===== src/sv/u2u_pkg.sv =====
// u2u_pkg: shared constants and types for the utf-8 to utf-16 transcoder
// used by the front, queue and back modules and the top level
package u2u_pkg;

	localparam logic [15:0] REPL_UNIT   = 16'hFFFD;
	localparam logic [20:0] MAX_CP      = 21'h10FFFF;
	localparam logic [20:0] SURR_LO     = 21'h00D800;
	localparam logic [20:0] SURR_HI     = 21'h00DFFF;
	localparam logic [20:0] SUPP_BASE   = 21'h010000;
	localparam logic [15:0] HI_SURR     = 16'hD800;
	localparam logic [15:0] LO_SURR     = 16'hDC00;

	localparam int QDEPTH = 4;
	localparam int QPTR_W = $clog2(QDEPTH);
	localparam int QCNT_W = $clog2(QDEPTH + 1);

	// work for the back end produced by one accepted byte
	typedef struct packed {
		logic [2:0]  n_repl;
		logic [1:0]  n_units;
		logic [15:0] unit0;
		logic [15:0] unit1;
		logic        eot;
	} burst_t;

endpackage


===== src/sv/u2u_in_if.sv =====
// u2u_in_if: byte channel of the transcoder, valid/ready with byte and end mark
// no dependencies
interface u2u_in_if;
	logic       valid;
	logic       ready;
	logic [7:0] in_byte;
	logic       end_of_text;

	modport source (output valid, output in_byte, output end_of_text, input ready);
	modport sink (input valid, input in_byte, input end_of_text, output ready);
endinterface


===== src/sv/u2u_out_if.sv =====
// u2u_out_if: code unit channel of the transcoder, valid/ready with utf-16 unit
// no dependencies
interface u2u_out_if;
	logic        valid;
	logic        ready;
	logic [15:0] code_unit;
	logic        is_replacement;
	logic        last_unit;

	modport source (output valid, output code_unit, output is_replacement,
		output last_unit, input ready);
	modport sink (input valid, input code_unit, input is_replacement,
		input last_unit, output ready);
endinterface


===== src/sv/u2u_front.sv =====
// u2u_front: accepts bytes, tracks the open sequence and classifies each byte
// into a burst of code units; depends on u2u_pkg and u2u_in_if
module u2u_front
	import u2u_pkg::*;
(
	input  logic          clk,
	input  logic          arst_n,
	u2u_in_if.sink        byte_ch,
	input  logic          full,
	output logic          push,
	output burst_t        push_data
);

	logic [1:0]  pend_q;
	logic [2:0]  len_q;
	logic [20:0] cp_q;

	logic [1:0]  pend_d;
	logic [2:0]  len_d;
	logic [20:0] cp_d;

	logic [7:0]  b;
	logic        eot;
	logic        accept;
	logic        is_cont;
	logic [2:0]  lead_len;
	logic [20:0] lead_bits;
	logic [2:0]  held;
	logic [20:0] cp_next;
	logic [20:0] cp_off;
	logic        over;
	logic        bad;
	burst_t      bst;

	assign b       = byte_ch.in_byte;
	assign eot     = byte_ch.end_of_text;
	assign byte_ch.ready = !full;
	assign accept  = byte_ch.valid && !full;
	assign is_cont = (b[7:6] == 2'b10);
	assign held    = {1'b0, pend_q} + 3'd1;
	assign cp_next = {cp_q[14:0], b[5:0]};
	assign cp_off  = cp_next - SUPP_BASE;

	always_comb begin
		lead_len  = 3'd0;
		lead_bits = '0;
		if (b[7:5] == 3'b110) begin
			lead_len  = 3'd2;
			lead_bits = {16'd0, b[4:0]};
		end else if (b[7:4] == 4'b1110) begin
			lead_len  = 3'd3;
			lead_bits = {17'd0, b[3:0]};
		end else if (b[7:3] == 5'b11110) begin
			lead_len  = 3'd4;
			lead_bits = {18'd0, b[2:0]};
		end
	end

	always_comb begin
		over = ((len_q == 3'd2) && (cp_next < 21'h80))
			|| ((len_q == 3'd3) && (cp_next < 21'h800))
			|| ((len_q == 3'd4) && (cp_next < SUPP_BASE));
		bad  = (cp_next > MAX_CP) || ((cp_next >= SURR_LO) && (cp_next <= SURR_HI));
	end

	always_comb begin
		bst        = '0;
		bst.eot    = eot;
		pend_d     = pend_q;
		len_d      = len_q;
		cp_d       = cp_q;
		if ((pend_q != 2'd0) && is_cont) begin
			if (held >= len_q) begin
				pend_d = '0;
				len_d  = '0;
				cp_d   = '0;
				if (over || bad) begin
					bst.n_repl = held;
				end else if (cp_next <= 21'h00FFFF) begin
					bst.n_units = 2'd1;
					bst.unit0   = cp_next[15:0];
				end else begin
					bst.n_units = 2'd2;
					bst.unit0   = HI_SURR + {6'd0, cp_off[19:10]};
					bst.unit1   = LO_SURR + {6'd0, cp_off[9:0]};
				end
			end else if (eot) begin
				bst.n_repl = held;
				pend_d     = '0;
				len_d      = '0;
				cp_d       = '0;
			end else begin
				pend_d = held[1:0];
				cp_d   = cp_next;
			end
		end else begin
			// no open sequence, or one cut short by a non-continuation byte; then the byte itself as ascii or a new lead
			bst.n_repl = {1'b0, pend_q};
			pend_d     = '0;
			len_d      = '0;
			cp_d       = '0;
			if (!b[7]) begin
				bst.n_units = 2'd1;
				bst.unit0   = {8'd0, b};
			end else if ((lead_len == 3'd0) || eot) begin
				bst.n_repl = bst.n_repl + 3'd1;
			end else begin
				pend_d = 2'd1;
				len_d  = lead_len;
				cp_d   = lead_bits;
			end
		end
	end

	assign push_data = bst;
	assign push      = accept && ((bst.n_repl != 3'd0) || (bst.n_units != 2'd0));

	always_ff @(posedge clk or negedge arst_n) begin
		if (!arst_n) begin
			pend_q <= '0;
			len_q  <= '0;
			cp_q   <= '0;
		end else if (accept) begin
			pend_q <= pend_d;
			len_q  <= len_d;
			cp_q   <= cp_d;
		end
	end

endmodule


===== src/sv/u2u_queue.sv =====
// u2u_queue: short first-in first-out queue of bursts between front and back
// depends on u2u_pkg
module u2u_queue
	import u2u_pkg::*;
(
	input  logic   clk,
	input  logic   arst_n,
	input  logic   push,
	input  burst_t push_data,
	input  logic   pop,
	output burst_t head,
	output logic   full,
	output logic   empty
);

	burst_t              mem_q [QDEPTH];
	logic [QPTR_W-1:0]   wr_ptr_q;
	logic [QPTR_W-1:0]   rd_ptr_q;
	logic [QCNT_W-1:0]   count_q;

	assign full  = (count_q == QCNT_W'(QDEPTH));
	assign empty = (count_q == '0);
	assign head  = mem_q[rd_ptr_q];

	always_ff @(posedge clk) begin
		if (push) begin
			mem_q[wr_ptr_q] <= push_data;
		end
	end

	always_ff @(posedge clk or negedge arst_n) begin
		if (!arst_n) begin
			wr_ptr_q <= '0;
			rd_ptr_q <= '0;
			count_q  <= '0;
		end else begin
			if (push) begin
				wr_ptr_q <= (wr_ptr_q == QPTR_W'(QDEPTH - 1)) ? '0 : wr_ptr_q + 1'b1;
			end
			if (pop) begin
				rd_ptr_q <= (rd_ptr_q == QPTR_W'(QDEPTH - 1)) ? '0 : rd_ptr_q + 1'b1;
			end
			if (push && !pop) begin
				count_q <= count_q + 1'b1;
			end else if (pop && !push) begin
				count_q <= count_q - 1'b1;
			end
		end
	end

`ifndef SYNTH
	a_no_overflow: assert property (@(posedge clk) disable iff (!arst_n)
		full |-> !push) else $error("burst pushed into full queue");
	a_no_underflow: assert property (@(posedge clk) disable iff (!arst_n)
		empty |-> !pop) else $error("burst popped from empty queue");
	a_count_bound: assert property (@(posedge clk) disable iff (!arst_n)
		count_q <= QCNT_W'(QDEPTH)) else $error("queue count out of range");
`endif

endmodule


===== src/sv/u2u_back.sv =====
// u2u_back: walks each burst and sends one utf-16 code unit per cycle while the
// receiver keeps up, through an output register; depends on u2u_pkg and u2u_out_if
module u2u_back
	import u2u_pkg::*;
(
	input  logic      clk,
	input  logic      arst_n,
	input  burst_t    head,
	input  logic      empty,
	output logic      pop,
	u2u_out_if.source unit_ch
);

	logic        valid_q;
	logic [15:0] code_q;
	logic        repl_q;
	logic        last_q;
	logic [2:0]  idx_q;

	logic        out_load;
	logic [2:0]  total;
	logic        at_end;
	logic [2:0]  unit_idx;
	logic [15:0] code_d;
	logic        repl_d;

	assign total    = head.n_repl + {1'b0, head.n_units};
	assign at_end   = (idx_q == total - 3'd1);
	assign out_load = !valid_q || unit_ch.ready;
	assign pop      = out_load && !empty && at_end;
	assign unit_idx = idx_q - head.n_repl;

	always_comb begin
		if (idx_q < head.n_repl) begin
			code_d = REPL_UNIT;
			repl_d = 1'b1;
		end else begin
			code_d = (unit_idx == 3'd0) ? head.unit0 : head.unit1;
			repl_d = 1'b0;
		end
	end

	always_ff @(posedge clk or negedge arst_n) begin
		if (!arst_n) begin
			valid_q <= 1'b0;
			idx_q   <= '0;
		end else if (out_load) begin
			valid_q <= !empty;
			if (!empty) begin
				idx_q <= at_end ? 3'd0 : idx_q + 3'd1;
			end
		end
	end

	always_ff @(posedge clk) begin
		if (out_load && !empty) begin
			code_q <= code_d;
			repl_q <= repl_d;
			last_q <= head.eot && at_end;
		end
	end

	assign unit_ch.valid          = valid_q;
	assign unit_ch.code_unit      = code_q;
	assign unit_ch.is_replacement = repl_q;
	assign unit_ch.last_unit      = last_q;

`ifndef SYNTH
	a_idx_idle: assert property (@(posedge clk) disable iff (!arst_n)
		empty |-> idx_q == 3'd0) else $error("unit index left over with no burst");
	a_idx_range: assert property (@(posedge clk) disable iff (!arst_n)
		!empty |-> idx_q < total) else $error("unit index beyond burst");
	a_repl_code: assert property (@(posedge clk) disable iff (!arst_n)
		valid_q && repl_q |-> code_q == REPL_UNIT) else $error("replacement flag on other unit");
	a_pop_rewind: assert property (@(posedge clk) disable iff (!arst_n)
		pop |=> idx_q == 3'd0) else $error("index not rewound after burst");
`endif

endmodule


===== src/sv/utf8_to_utf16_transcoder_core.sv =====
// utf8_to_utf16_transcoder_core: top level of the utf-8 to utf-16 transcoder
// depends on u2u_pkg, u2u_in_if, u2u_out_if, u2u_front, u2u_queue, u2u_back
//
// byte_ch takes one utf-8 byte per item with end_of_text set on the final byte
// of a text; unit_ch gives one utf-16 code unit per item, surrogate halves high
// first, is_replacement on each U+FFFD for malformed input and last_unit on the
// final unit of a text.
// the front takes a byte every cycle while the burst queue has room and updates
// the open sequence in that cycle; each byte turns into zero to four units.
// a unit passes through the burst queue, written at the accepting edge, and the
// output register before it appears on unit_ch. while the receiver keeps up the
// back sends one unit per cycle, so the sustained rate is one byte per cycle
// while each byte gives at most one unit; bytes giving two to four units hold
// the back while it sends each of them, and the four-entry queue absorbs them
// before byte_ch.ready falls.
// reset empties the open sequence, the queue and the output register.
// when the receiver holds unit_ch.ready low the output register holds its unit,
// the queue fills and then byte_ch.ready drops; nothing is lost or repeated.
module utf8_to_utf16_transcoder_core
	import u2u_pkg::*;
(
	input  logic      clk,
	input  logic      arst_n,
	u2u_in_if.sink    byte_ch,
	u2u_out_if.source unit_ch
);

	logic   push;
	logic   pop;
	logic   full;
	logic   empty;
	burst_t push_data;
	burst_t head;

	u2u_front u_front (
		.clk       (clk),
		.arst_n    (arst_n),
		.byte_ch   (byte_ch),
		.full      (full),
		.push      (push),
		.push_data (push_data)
	);

	u2u_queue u_queue (
		.clk       (clk),
		.arst_n    (arst_n),
		.push      (push),
		.push_data (push_data),
		.pop       (pop),
		.head      (head),
		.full      (full),
		.empty     (empty)
	);

	u2u_back u_back (
		.clk     (clk),
		.arst_n  (arst_n),
		.head    (head),
		.empty   (empty),
		.pop     (pop),
		.unit_ch (unit_ch)
	);

endmodule


===== src/flat_wrapper.sv =====
// flat-port wrapper written by rule: the top's interface ports become plain ports
module utf8_to_utf16_transcoder_core_flat import u2u_pkg::*;
  (clk, arst_n, byte_ch_valid, byte_ch_in_byte, byte_ch_end_of_text, byte_ch_ready, unit_ch_valid, unit_ch_code_unit, unit_ch_is_replacement, unit_ch_last_unit, unit_ch_ready);
  u2u_in_if byte_ch_i ();
  u2u_out_if unit_ch_i ();
  input  logic clk;
  input  logic arst_n;
  input wire logic [$bits(byte_ch_i.valid)-1:0] byte_ch_valid;
  input wire logic [$bits(byte_ch_i.in_byte)-1:0] byte_ch_in_byte;
  input wire logic [$bits(byte_ch_i.end_of_text)-1:0] byte_ch_end_of_text;
  output wire logic [$bits(byte_ch_i.ready)-1:0] byte_ch_ready;
  output wire logic [$bits(unit_ch_i.valid)-1:0] unit_ch_valid;
  output wire logic [$bits(unit_ch_i.code_unit)-1:0] unit_ch_code_unit;
  output wire logic [$bits(unit_ch_i.is_replacement)-1:0] unit_ch_is_replacement;
  output wire logic [$bits(unit_ch_i.last_unit)-1:0] unit_ch_last_unit;
  input wire logic [$bits(unit_ch_i.ready)-1:0] unit_ch_ready;
  assign byte_ch_i.valid = byte_ch_valid;
  assign byte_ch_i.in_byte = byte_ch_in_byte;
  assign byte_ch_i.end_of_text = byte_ch_end_of_text;
  assign byte_ch_ready = byte_ch_i.ready;
  assign unit_ch_valid = unit_ch_i.valid;
  assign unit_ch_code_unit = unit_ch_i.code_unit;
  assign unit_ch_is_replacement = unit_ch_i.is_replacement;
  assign unit_ch_last_unit = unit_ch_i.last_unit;
  assign unit_ch_i.ready = unit_ch_ready;
  utf8_to_utf16_transcoder_core u_core (.clk(clk), .arst_n(arst_n), .byte_ch(byte_ch_i), .unit_ch(unit_ch_i));
endmodule

===== config.mk =====
export PLATFORM = sky130hd
export DESIGN_NAME = utf8_to_utf16_transcoder_core_flat
export DESIGN_NICKNAME = d
export VERILOG_FILES = /design/src/sv/u2u_pkg.sv /design/src/sv/u2u_in_if.sv /design/src/sv/u2u_out_if.sv /design/src/sv/u2u_front.sv /design/src/sv/u2u_queue.sv /design/src/sv/u2u_back.sv /design/src/sv/utf8_to_utf16_transcoder_core.sv /design/src/flat_wrapper.sv
export SDC_FILE = /design/constraint.sdc
export NUM_CORES = 1
export LEC_CHECK = 0
export ABC_AREA = 1
export BUFFER_PORTS_ARGS = -buffer_cell sky130_fd_sc_hd__buf_2
export CAP_MARGIN = 10
export CORE_ASPECT_RATIO = 0.75
export CORE_MARGIN = 3
export CORE_UTILIZATION = 61
export DETAILED_ROUTE_END_ITERATION = 6
export PLACE_DENSITY_LB_ADDON = 0.08
export REMOVE_ABC_BUFFERS = 1
export SYNTH_ARGS = -nofsm -noshare
export SYNTH_HDL_FRONTEND = slang
export SYNTH_SLANG_ARGS = --single-unit

===== constraint.sdc =====
create_clock -name clk -period 4.8 [get_ports clk]
set_input_delay 0.24 -clock clk [delete_from_list [all_inputs] [get_ports clk]]
set_output_delay 0.24 -clock clk [all_outputs]
set_load 0.005 [all_outputs]

---- Yosys cells after proc, flatten, opt, wreduce, memory -nomap -nowiden ----
Memory sizes are Yosys's and may differ from the RTL's.
Index checks and enable logic that the tools add are counted.
word-level totals
  bits of input ports ..................... 13
  flip-flop bits (word level) ............. 49
  memories kept ........................... 1
  output and inout bits ................... 20
  RAM bits ................................ 152
memories
  memory                depth  bits a word  read ports  clocked after Yosys merged registers in  wr ports  RTL line         source
  u_core.u_queue.mem_q  4      38           1           0                                        1         u2u_queue.sv:16  burst_t mem_q [QDEPTH];
operators by class
  $lt $le $gt $ge ......................... 9
  add/subtract/negate cells ............... 12
  reduce and logical (&&, ||, !) cells .... 33
  eq/ne operators ......................... 12
  mux-type cells .......................... 42
  bitwise logic cells ..................... 1
operators with widths
  operator                                                             count
  2-to-1 mux 34 bit                                                    2
  2-to-1 mux 15 bit                                                    4
  2-to-1 mux 3 bit                                                     17
  2-to-1 mux 16 bit                                                    3
  less-or-equal comparator 21 x 16 -> 1 bit, second input constant     2
  adder 15 x 11 -> 16 bit, first input constant                        2
  greater-or-equal comparator 21 x 16 -> 1 bit, second input constant  1
  greater-than comparator 21 bit, second input constant                1
  less-than comparator 21 x 12 -> 1 bit, second input constant         1
  less-than comparator 21 x 17 -> 1 bit, second input constant         1
  less-than comparator 21 x 8 -> 1 bit, second input constant          1
  2-to-1 mux 21 bit                                                    1
  subtractor 20 x 17 -> 20 bit, second input constant                  1
  2-to-1 mux 18 bit                                                    1
  2-to-1 mux 17 bit                                                    1
  logical AND 1 bit                                                    12
  2-to-1 mux 2 bit                                                     5
  2-to-1 mux 5 bit                                                     2
  == test 3 bit, second input constant                                 3
  logical NOT 3 bit                                                    3
  logical OR 1 bit                                                     7
  adder 3 x 1 -> 3 bit, second input constant                          2
  == test 2 bit, second input constant                                 3
  == test 3 x 2 -> 1 bit, second input constant                        2
  18 further kinds                                                     31

---- Longest topological paths before layout ----
  depth in word-level cells ............... 16
  mapped depth ............................ 21

---- Hierarchy ----
Synthesis repeated with hierarchy kept, for this count alone.
second synthesis, totals
  cell total of the unflattened synthesis .. 931
  area, all modules ....................... 9880.7 µm²
modules (own cells, without submodules)
  module     cells each  area an instance (µm²)  seq. area each (µm²)  times used
  u2u_queue  494         6741.5                  4739.5                1
  u2u_front  284         1858.0                  500.5                 1
  u2u_back   153         1281.2                  640.6                 1

---- Worst setup path before layout ----
OpenSTA, ideal clock, no wires.
  path type ............................... reg2reg
  from .................................... register u_core.u_front.pend_q[0]
  to ...................................... memory u_core.u_queue.mem_q[3][0] in the netlist's numbering (enable)
  period minus slack after synthesis ...... 3.801 ns
  arrival time ............................ 3.380 ns
  path slack .............................. 0.999 ns
  cell stages (with the launch flop) ...... 14
  path buffers ............................ 0
  cells stage by stage .................... dfrtp_1 > inv_1 > ha_1 > ha_1 > o21ai_0 > nand2_1 > a21oi_1 > a21oi_1 > nand4_4 > nand3_1 > inv_1 > nand2_2 > nand2_4 > nor2_1
on the way
  cells in the longest elaborated chain, start to end .. 9
  elaborated cells between the ends (all ways) .. 17
  classes of those cells .................. 1 x add/sub; 1 x order compare; 9 x mux; 6 x reduce/logical
RTL lines
  item                                                             RTL line                           source
  from (decl)                                                      u2u_front.sv:14                    logic [1:0] pend_q;
  from (signal assigned)                                           u2u_front.sv:124                   pend_q <= pend_d;
  adder 2 x 1 -> 3 bit                                             u2u_front.sv:40, u2u_front.sv:106
  greater-or-equal comparator 3 bit, or another cell as far along  u2u_front.sv:73                    if (held >= len_q) begin
  2-to-1 mux 3 bit, or another cell as far along                   u2u_front.sv:73
  2-to-1 mux 21 bit *                                              u2u_front.sv:72                    if ((pend_q != 2'd0) && is_cont) begin
  nonzero test 3 bit or nonzero test 2 bit (tied branches)         u2u_front.sv:116                   assign push = accept && ((bst.n_repl != 3'd0) || (bst.n_units != 2'd0));
  logical OR 1 bit *                                               u2u_front.sv:116
  logical AND 1 bit *                                              u2u_front.sv:116
  2-to-1 mux 1 bit *                                               u2u_queue.sv:26                    if (push) begin
  2-to-1 mux 1 bit (implied by the code) *                         u2u_queue.sv:27                    mem_q[wr_ptr_q] <= push_data;
  to (decl)                                                        u2u_queue.sv:16
Every way passes the cells marked *; elsewhere a longest branch is shown, timed or not.

---- Worst setup path in the final report ----
  from .................................... register u_core.u_queue.rd_ptr_q[0]
  to ...................................... register u_core.u_queue.count_q[1]
on the way
  cells in the longest elaborated chain, start to end .. 8
  elaborated cells between the ends (all ways) .. 10
  classes of those cells .................. 2 x add/sub; 1 x eq/ne; 1 x mux; 5 x reduce/logical; 1 x memory
RTL lines
  item                                                    RTL line         source
  from (decl)                                             u2u_queue.sv:18  logic [QPTR_W-1:0] rd_ptr_q;
  from (signal assigned)                                  u2u_queue.sv:41  rd_ptr_q <= (rd_ptr_q == QPTR_W'(QDEPTH - 1)) ? '0 : rd_ptr_q + 1'b1;
  memory (4 x 38 bit) *                                   n/a
  adder 3 x 2 -> 3 bit *                                  u2u_back.sv:27   assign total = head.n_repl + {1'b0, head.n_units};
  subtractor 3 x 1 -> 3 bit *                             u2u_back.sv:28   assign at_end = (idx_q == total - 3'd1);
  == test 3 bit *                                         u2u_back.sv:28
  logical AND 1 bit *                                     u2u_back.sv:30   assign pop = out_load && !empty && at_end;
  logical NOT 1 bit                                       u2u_queue.sv:43  if (push && !pop) begin
  logical AND 1 bit                                       u2u_queue.sv:43
  2-to-1 mux 3 bit or nonzero test 2 bit (tied branches)  n/a
  to (signal assigned)                                    u2u_queue.sv:44  count_q <= count_q + 1'b1;
  to (signal assigned)                                    u2u_queue.sv:46  count_q <= count_q - 1'b1;
  to (decl)                                               u2u_queue.sv:19  logic [QCNT_W-1:0] count_q;
Marked as above.
A chain may end at the register's enable or synchronous reset.

==> flow_metrics.py <==
metrics = {
    "logic_synthesis": {
        "synth.distinct_cells": 39,
        "avgSynthCellArea_um2": 11.4,
        "ys_seq_area_frac": 0.650,
        "netlist_instances": 699,
        "yosysWarnings": 0,
        "ys_ff_latch": 177,
        "syn_area_um2": 7940,
    },
    "finish": {
        "final_cells": 915,
        "fillCellCount": 880,
        "area_growth_pct": 12.2,
        "fin_nets": 769,
        "layout-drive-gt1-share": 0.152,
        "n_antenna_cell": 0,
        "final_cell_mix": "edfxtp_1, nand2_1, a21oi_1",
        "stdcell_area_um2": 8920,
        "layout_commonest_cell": "edfxtp_1",
    },
    "sta": {
        "fin_crit_ps": 3740,
        "worst_slew_pin_slew_ps": 979,
        "hold_violations": 0,
        "max_clock_freq_mhz": 268,
        "rsz0062_at_grt": "no",
        "slew_headroom": 0.347,
        "worst_clock_skew_ps": 13.0,
        "setup_viol": 0,
        "maxSlewViolCount": 0,
        "worst_slack_ps": 1060,
        "fin_crit_sh": 0.778,
    },
    "clock_tree": {
        "htree_num_levels": 4,
        "cts_tree": "yes",
        "cts-resized-gates": 0,
        "cts_root_buffer": "clkbuf_16",
        "numCtsBuffers": 17,
        "clkTransAtPathRegs_ps": 70,
        "ctsLongestPathBuffers": 2,
        "clock-sinks": 177,
        "clk_latency_ps": 420,
    },
    "pwr": {
        "p_total_mw": 5.66,
        "ir_worst_vdd_mv": 0.489,
        "leakage_nw": 3.39,
        "p_per_area_nw_per_um2": 634,
    },
    "place": {
        "dp_worst_setup_slack_ps": 1100,
        "gp_congestion": 0.861,
        "dpl_cell_area_um2": 8340,
        "place_inst": 882,
        "io_buffers": 32,
        "hpwl_mm": 12.0,
    },
    "flow_run": {
        "drv_cap": 0,
    },
    "worst_setup_path": {
        "reg2reg_depth": 15,
        "worstSetupEndpointType": "flip-flop",
        "cp-start-kind": "flip-flop",
        "r2r_slack_ps": 1060,
        "crit_path_max_fanout": 33,
        "r2r_start": "u_core.u_queue.rd_ptr_q[0]$_DFFE_PN0P_",
        "rr_endpoint": "u_core.u_queue.count_q[1]$_DFFE_PN0P_",
        "worstPathRequired_ps": 5110,
        "critPathKind": "flip-flop to flip-flop",
        "worstPathArrival_ps": 4040,
    },
    "grt": {
        "grt_max_degree": 55,
        "antenna_found_initial": 1,
        "track_usage": 0.274,
        "grt_first_pass_wirelength_mm": 29.9,
        "grt_pass1_vias": 5483,
        "gr-total-overflow": 0,
    },
    "route": {
        "dr.pass1.iters": 7,
        "drc_errors": 0,
        "wirelength_mm": 18.7,
        "drt_iter0_markers": 533,
        "vias_per_cell": 6.07,
        "vias": 5553,
        "routedWlPerCell_um": 20.4,
        "ant_nets": 0,
    },
    "worst_hold_path": {
        "min_from": "unit_ch_ready",
        "hp-class": "input pin to flip-flop",
        "hold_depth": 2,
        "hold-path-endpoint": "u_core.u_back.unit_ch.valid$_DFFE_PN0N_",
    },
    "floorplan": {
        "die_h_um": 105,
        "die_w_um": 138,
        "dieArea_um2": 14400,
        "io_pins": 33,
        "initial_utilization": 0.636,
        "rows": 35,
        "coreArea_um2": 12500,
    },
    "status": {
        "status": "completed",
    },
}
## critical path, cell delays in order, from the launching register on
cell and delay (ps):
dfrtp_2 540, buf_4 400, nand2_1 110, a32o_1 280
ha_1 280, inv_1 40, ha_1 190, xnor2_1 160
xor2_1 190, xor2_1 220, nand3_1 220, ha_1 310
inv_1 100, fa_1 430, nor2_1 110, a21oi_1 50
## through the flow
stage	hold WS [ps]	TNS, ps	utilization
global placement	334	0	0.668
floorplan	-55.6	-243	-
detailed placement	353	0	0.668
finish	12.6	0	0.714
CTS	2.93	0	0.714
global route	14.4	0	0.714
## registers in the layout, indices dropped and copies added, names as in the netlist
signal                                count
u_core.u_back.unit_ch.is_replacement      1
u_core.u_queue.wr_ptr_q                   2
u_core.u_back.unit_ch.code_unit          16
u_core.u_back.unit_ch.last_unit           1
u_core.u_back.idx_q                       3
u_core.u_front.cp_q                      15
u_core.u_front.pend_q                     2
u_core.u_front.len_q                      3
u_core.u_back.unit_ch.valid               1
u_core.u_queue.mem_q                    128
u_core.u_queue.count_q                    3
u_core.u_queue.rd_ptr_q                   2
## power by group
group          switching, mW  total (mW)  internal [mW]
Combinational           1.40        2.09          0.694
Sequential             0.141        2.24           2.09
Clock                  0.637        1.33          0.690
Total                   2.18        5.66           3.48
## Yosys cell counts, drive strengths merged
master  count  area share
a211oi      1     0.00095
a21oi      67       0.042
a221o      24       0.030
a22oi       1     0.00095
a31oi       3      0.0024
a32o        3      0.0038
a32oi       1      0.0011
buf         2      0.0024
clkbuf     25       0.012
clkinv      2     0.00095
dfrtp      31       0.098
edfxtp    146        0.55
fa          1      0.0025
ha         19       0.030
inv        68       0.032
nand2     125       0.062
nand3      44       0.028
nand4       5      0.0058
nor2       65       0.043
nor3        4      0.0039
nor4        1     0.00079
o211ai      1     0.00095
o21a        2      0.0019
o21ai      41       0.026
o22a        1      0.0011
o22ai       4      0.0031
or2         1     0.00079
xnor2       4      0.0044
xor2        7      0.0077
## timing repair
item / 4_1_cts / 5_1_grt
setup buffers: 0 / 0
hold endpoints to repair: 31 / 0
hold buffers: 1 / 0
## worst max-delay path by stage
stage / startpoint / end / slack, ps / depth (start not counted)
after floorplan: u_core.u_queue.rd_ptr_q[0]$_DFFE_PN0P_ / u_core.u_queue.count_q[1]$_DFFE_PN0P_ / -160 / 15
after global placement: u_core.u_queue.rd_ptr_q[0]$_DFFE_PN0P_ / u_core.u_queue.count_q[1]$_DFFE_PN0P_ / 1250 / 15
after detailed placement: u_core.u_queue.rd_ptr_q[0]$_DFFE_PN0P_ / u_core.u_queue.count_q[1]$_DFFE_PN0P_ / 1100 / 15
after CTS: u_core.u_queue.rd_ptr_q[0]$_DFFE_PN0P_ / u_core.u_queue.count_q[1]$_DFFE_PN0P_ / 1100 / 15
after global routing: u_core.u_queue.rd_ptr_q[0]$_DFFE_PN0P_ / u_core.u_queue.count_q[1]$_DFFE_PN0P_ / 790 / 15
final: u_core.u_queue.rd_ptr_q[0]$_DFFE_PN0P_ / u_core.u_queue.count_q[1]$_DFFE_PN0P_ / 1060 / 15
## cell families (layout without fill, tap and decap cells)
family,count (synthesis),after routing,share of synthesized area
simple gates,245,245,0.144
flops,177,177,0.650
compound gates,149,149,0.115
buf+inv,97,147,0.0473
fa+ha+maj,20,20,0.0324
xor+xnor,11,11,0.0121
## layout make-up
type | count | area, um2 | area share
Sequential cell | 177 | 5160 | 0.579
Multi-Input combinational cell | 425 | 2450 | 0.275
Clock buffer | 17 | 425 | 0.0477
Inverter | 70 | 263 | 0.0295
Timing Repair Buffer | 45 | 260 | 0.0292
Tap cell | 166 | 208 | 0.0233
Clock inverter | 15 | 145 | 0.0163
## per-layer routing
metal | track usage | vias up | share of wire
li1 | - | 2553 | -
met1 | 0.397 | 2725 | 0.43
met2 | 0.416 | 230 | 0.47
met3 | 0.0606 | 43 | 0.074
met4 | 0.0889 | 2 | 0.027
met5 | 0 | - | 0.00070
Note: power is estimated with default switching activity, not from simulation.
